===== src/rtl/dcp_pkg.sv =====
`timescale 1ns / 1ps
// ----------------------------------------------------------------------------
// Distance constraint projection package
// Widths, pipeline depths, shared types and the saturation function.
// ----------------------------------------------------------------------------
package dcp_pkg;

   localparam int POS_W       = 32;
   localparam int DIFF_W      = POS_W + 1;
   localparam int SQ_W        = 2 * DIFF_W;
   localparam int SUM_W       = SQ_W + 2;
   localparam int LEN_W       = 35;
   localparam int ROOT_STAGES = LEN_W;
   localparam int RAD_W       = 2 * ROOT_STAGES;
   localparam int REM_W       = LEN_W + 2;
   localparam int UNIT_BITS   = 30;
   localparam int Q_W         = UNIT_BITS + 1;
   localparam int DIV_STAGES  = Q_W;
   localparam int NUM_W       = 64;
   localparam int DEN_W       = LEN_W;
   localparam int WIDE_W      = DEN_W + Q_W - 1;
   localparam int STIFF_W     = 17;
   localparam int STIFF_FRAC  = 16;
   localparam int EK_W        = LEN_W + 1;
   localparam int REST_W      = 31;
   localparam int MASS_W      = 32;
   localparam int WSUM_W      = MASS_W + 1;
   localparam int ERR_W       = LEN_W + 1;
   localparam int REQ_W       = 288;
   localparam int RSP_W       = 6 * POS_W;

   localparam logic [STIFF_W-1:0] STIFF_RESET = STIFF_W'(65536);

   typedef struct packed {
      logic                         v;
      logic [2:0][DIFF_W-1:0]       mag;
      logic [2:0]                   dpos;
      logic [MASS_W-1:0]            w1;
      logic [MASS_W-1:0]            w2;
      logic [WSUM_W-1:0]            wsum;
      logic [REST_W-1:0]            rest;
   } root_side_type;

   typedef struct packed {
      logic                         v;
      logic [EK_W-1:0]              ek;
      logic                         errpos;
      logic [2:0]                   dpos;
      logic                         degen;
      logic                         zero;
   } div_side_type;

   typedef struct packed {
      logic [5:0][POS_W-1:0]        delta;
      logic                         degen;
   } result_type;

   function automatic logic [POS_W-1:0] sat_signed(input logic [EK_W-1:0] mag,
                                                  input logic neg);
      logic [POS_W-1:0] res;
      if (neg) begin
         if (mag > EK_W'(64'h8000_0000)) res = 32'h8000_0000;
         else res = POS_W'(0) - mag[POS_W-1:0];
      end else begin
         if (mag > EK_W'(64'h7FFF_FFFF)) res = 32'h7FFF_FFFF;
         else res = mag[POS_W-1:0];
      end
      return res;
   endfunction

endpackage


===== src/rtl/dcp_sqrt.sv =====
`timescale 1ns / 1ps
// ----------------------------------------------------------------------------
// Pipelined integer square root
// Resolves one root bit per stage with a restoring digit recurrence.
// ----------------------------------------------------------------------------
module dcp_sqrt (
   input  logic                       clock,
   input  logic                       enable,
   input  logic [dcp_pkg::SUM_W-1:0]  radicand,
   output logic [dcp_pkg::LEN_W-1:0]  root
);
   import dcp_pkg::*;

   logic [RAD_W-1:0] rad_ff  [ROOT_STAGES];
   logic [REM_W-1:0] rem_ff  [ROOT_STAGES];
   logic [LEN_W-1:0] root_ff [ROOT_STAGES];

   for (genvar k = 0; k < ROOT_STAGES; k++) begin : g_stage
      logic [RAD_W-1:0] rad_i;
      logic [REM_W-1:0] rem_i;
      logic [LEN_W-1:0] root_i;
      logic [REM_W+1:0] r2;
      logic [REM_W+1:0] trial;
      logic [RAD_W-1:0] rad_in;
      logic [REM_W-1:0] rem_in;
      logic [LEN_W-1:0] root_in;

      if (k == 0) begin : g_head
         assign rad_i  = {{(RAD_W-SUM_W){1'b0}}, radicand};
         assign rem_i  = '0;
         assign root_i = '0;
      end else begin : g_body
         assign rad_i  = rad_ff[k-1];
         assign rem_i  = rem_ff[k-1];
         assign root_i = root_ff[k-1];
      end

      always_comb begin
         r2     = {rem_i, rad_i[RAD_W-1 -: 2]};
         trial  = {2'b00, root_i, 2'b01};
         rad_in = rad_i << 2;
         if (r2 >= trial) begin
            rem_in  = REM_W'(r2 - trial);
            root_in = {root_i[LEN_W-2:0], 1'b1};
         end else begin
            rem_in  = r2[REM_W-1:0];
            root_in = {root_i[LEN_W-2:0], 1'b0};
         end
      end

      always_ff @(posedge clock) begin
         if (enable) begin
            rad_ff[k]  <= rad_in;
            rem_ff[k]  <= rem_in;
            root_ff[k] <= root_in;
         end
      end
   end

   assign root = root_ff[ROOT_STAGES-1];

endmodule


===== config.mk =====
export PLATFORM = sky130hd
export DESIGN_NAME = dcp_sqrt
export DESIGN_NICKNAME = d
export VERILOG_FILES = /design/src/rtl/dcp_pkg.sv /design/src/rtl/dcp_sqrt.sv
export SDC_FILE = /design/constraint.sdc
export NUM_CORES = 2
export LEC_CHECK = 0
export BUFFER_PORTS_ARGS = -buffer_cell sky130_fd_sc_hd__buf_2
export CAP_MARGIN = 10
export CORE_MARGIN = 5
export CORE_UTILIZATION = 60
export CTS_CLUSTER_DIAMETER = 150
export DETAILED_ROUTE_END_ITERATION = 10
export PLACE_DENSITY = 0.76
export SYNTH_ARGS = -nofsm -noshare
export SYNTH_HDL_FRONTEND = slang
export SYNTH_MEMORY_MAX_BITS = 65536
export SYNTH_SLANG_ARGS = --single-unit

===== constraint.sdc =====
create_clock -name clock -period 6 [get_ports clock]
set_input_delay 0.6 -clock clock [delete_from_list [all_inputs] [get_ports clock]]
set_output_delay 0.6 -clock clock [all_outputs]
set_load 0.05 [all_outputs]

==> results.cfg <==
[outcome]
status = completed

[clock_tree]
cts_max_level = 5
post_cts.repair.setup_buffers = 0
cts_max_path_buffers = 4
cts_sinks = 2949
clock_latency_ns = 0.94
cts_made_buffers = 319
cts_tree = yes
cts.reportedPaths.clkPinSlew_ns = 0.06
cts_resized = 0
cts_root_buffer = clkbuf_16

[timing]
hold_violations = 0
rsz0062_at_grt = false
slew-limit-headroom_pct = 18.2
fin_crit_ns = 4.59
report.final.slew_viol_count = 0
finalSetupTns_ns = 0
skew_ns = 0.0768
worst_slew_pin_slew_ns = 1.22
period_share_pct = 76.5
finalSetupViolCount = 0
fmax_mhz = 218

[yosys]
async_flop_share_pct = 0
ys_warn_count = 0
yosys.area.top_type = edfxtp_1
synthSimpleGateAreaFrac_pct = 10.2
syn-cell-area_mm2 = 0.137
synth.top_cell.area_share_pct = 64.5
yosysUniqueCellTypes = 92
synth_top_family_by_area = simple AND/OR/NAND/NOR gates
muxShareOfSynthArea_pct = 0.756
synth_area_leaders = edfxtp_1 (65%), ha_1 (5.8%), xor2_1 (3.3%)
yosys.cell_count.top_type = edfxtp_1
synth-edff-count = 2949
synth-xor-area-share_pct = 6.27
synth.yosys.seq_area_share_pct = 64.5
synth_cells = 10600
synth_compound_area_share_pct = 9.65
avgSynthCellArea_um2 = 12.9
synthAdderAreaFrac_pct = 5.75
ys_ff_latch = 2949
synth_flop_cell = edfxtp_1
synth_common_cells = edfxtp_1 (2949), inv_1 (814), a21oi_1 (736)

[floorplanning]
start_util_pct = 60.3
dieHeight_um = 488
fp.dieW_um = 488
row_count = 175
core_area_mm2 = 0.227
dieArea_mm2 = 0.238
io_pins = 105

[final_layout]
drive_above_1_share_pct = 7.38
regArea_mm2 = 0.0886
multi_input_area_mm2 = 0.0449
nets = 11700
fillers = 16000
fin_util_pct = 67.0
final_area_mm2 = 0.152
final_cells = 14200
area_growth_syn_to_layout_pct = 11.0

[grt]
grt_max_degree = 207
track_usage_pct = 23.5
antenna_found_initial = 4
gr-total-overflow = 0
grt_pass1_wl_um = 448000
grt_pass1_vias = 82700

[worst_hold_path]
min-delay-path-class = input pin to flip-flop

[drt]
postRouteAntennaNets = 0
drt_wl_total_um = 284000
vias = 83900
drt-initial-drc-count = 7043
wl_per_cell_um = 20.0
vias_per_cell = 5.90
drtPass1Iterations = 8
drc = 0

[power_and_ir_drop]
p_leak_nw = 58.2
p_per_area_mw_per_mm2 = 386
irDropWorstVdd_mv = 0.343

[place]
place.gp.congestion = 0.929
dp_cells = 13600
hpwl_um = 202000
io_buffers = 103
placed_cell_area_mm2 = 0.141

[job]
maxCapViolations = 0

[setup_path]
crit_required_ns = 6.75
cp-end-kind = flip-flop
worstPathMaxFanout = 46
arrival_ns = 5.34
start_kind = flip-flop
path_class = flip-flop to flip-flop
worst paths after layout:
kind                                  from                        to  slack, ns  depth (start not counted)
setup / recovery   rem_ff[32][2]$_DFFE_PP_  rem_ff[33][30]$_DFFE_PP_       1.41                         12
hold / removal                      enable   rad_ff[4][43]$_DFFE_PP_       0.31                          1
setup reg to reg   rem_ff[32][2]$_DFFE_PP_  rem_ff[33][30]$_DFFE_PP_       1.41                         12
hold reg to reg   rad_ff[11][50]$_DFFE_PP_  rad_ff[12][52]$_DFFE_PP_       0.38                          0
sequential cells by signal, indices dropped and copies added, names as in the netlist:
signal   flops
rad_ff    1190
root_ff    595
rem_ff    1164
placed cells by master (no fill, tap or decap), types with 116 or more instances in the layout:
cell,synthesis,routed
inv_1,814,814
nor2_1,706,706
xor2_1,517,517
edfxtp_1,2949,2949
clkbuf_16,0,323
nand3_1,172,172
o21ai_0,493,493
a21o_1,256,256
ha_1,631,631
xnor2_1,466,466
o21a_1,116,116
nor4_1,162,162
or3_1,116,116
nand2_1,672,671
nor3_1,273,273
a21oi_1,736,732
power by group:
part           internal (mW)  total [mW]  switching (mW)
registers               26.0        27.7            1.76
clock network           11.4        19.1            7.73
logic                   4.92        12.0            7.06
total                   42.3        58.9            16.5
worst max-delay path, cell delays in order (launching register included):
cell and delay, ns:
edfxtp_1 0.39, ha_1 0.25, or3_1 0.40, a2111oi_0 0.40
nor3b_1 0.16, a221o_1 0.40, a311o_1 0.46, a31oi_1 0.31
o21a_1 0.42, inv_1 0.37, buf_4 0.39, and4_1 0.26
nor3_1 0.17
layout make-up:
| class | instances | share of cell area (%) |
|---|---|---|
| Multi-Input combinational cell | 6648 | 29.4 |
| Antenna cell | 4 | 0.00657 |
| Sequential cell | 2949 | 58.1 |
| Timing Repair Buffer | 235 | 1.25 |
| Clock inverter | 182 | 1.28 |
| Inverter | 818 | 2.02 |
| Clock buffer | 373 | 5.43 |
| Tap cell | 3009 | 2.47 |
logic make-up after synthesis:
group,after synthesis
compound gates,2136
xor+xnor,983
fa+ha+maj,631
buf+inv,1050
flops,2949
mux,93
other cells,1
simple gates,2803
per-layer routing:
metal / share of wire, % / wire (um) / GRT usage, %
met1: 42 / 118000 / 30.6
met2: 50 / 142000 / 40.9
met3: 4.7 / 13300 / 2.84
met4: 3.9 / 11100 / 8.85
met5: 0.0095 / 27 / 0
repair_timing:
item                       in CTS  in global routing
hold buffers                   68                  0
hold endpoints to repair       68                  0
setup endpoints to repair       0                  0
metrics by stage:
stage	hold WS (ns)	setup WS, ns	total power [mW]
5_1_grt	0.311	1.13	61.8
4_1_cts	0.284	1.48	59.2
3_3_place_gp	0.400	1.57	39.7
3_5_place_dp	0.405	1.51	39.9
2_1_floorplan	0.400	2.16	36.1
6_report	0.310	1.41	58.9
No activity file was read; power rests on OpenSTA's default activity.
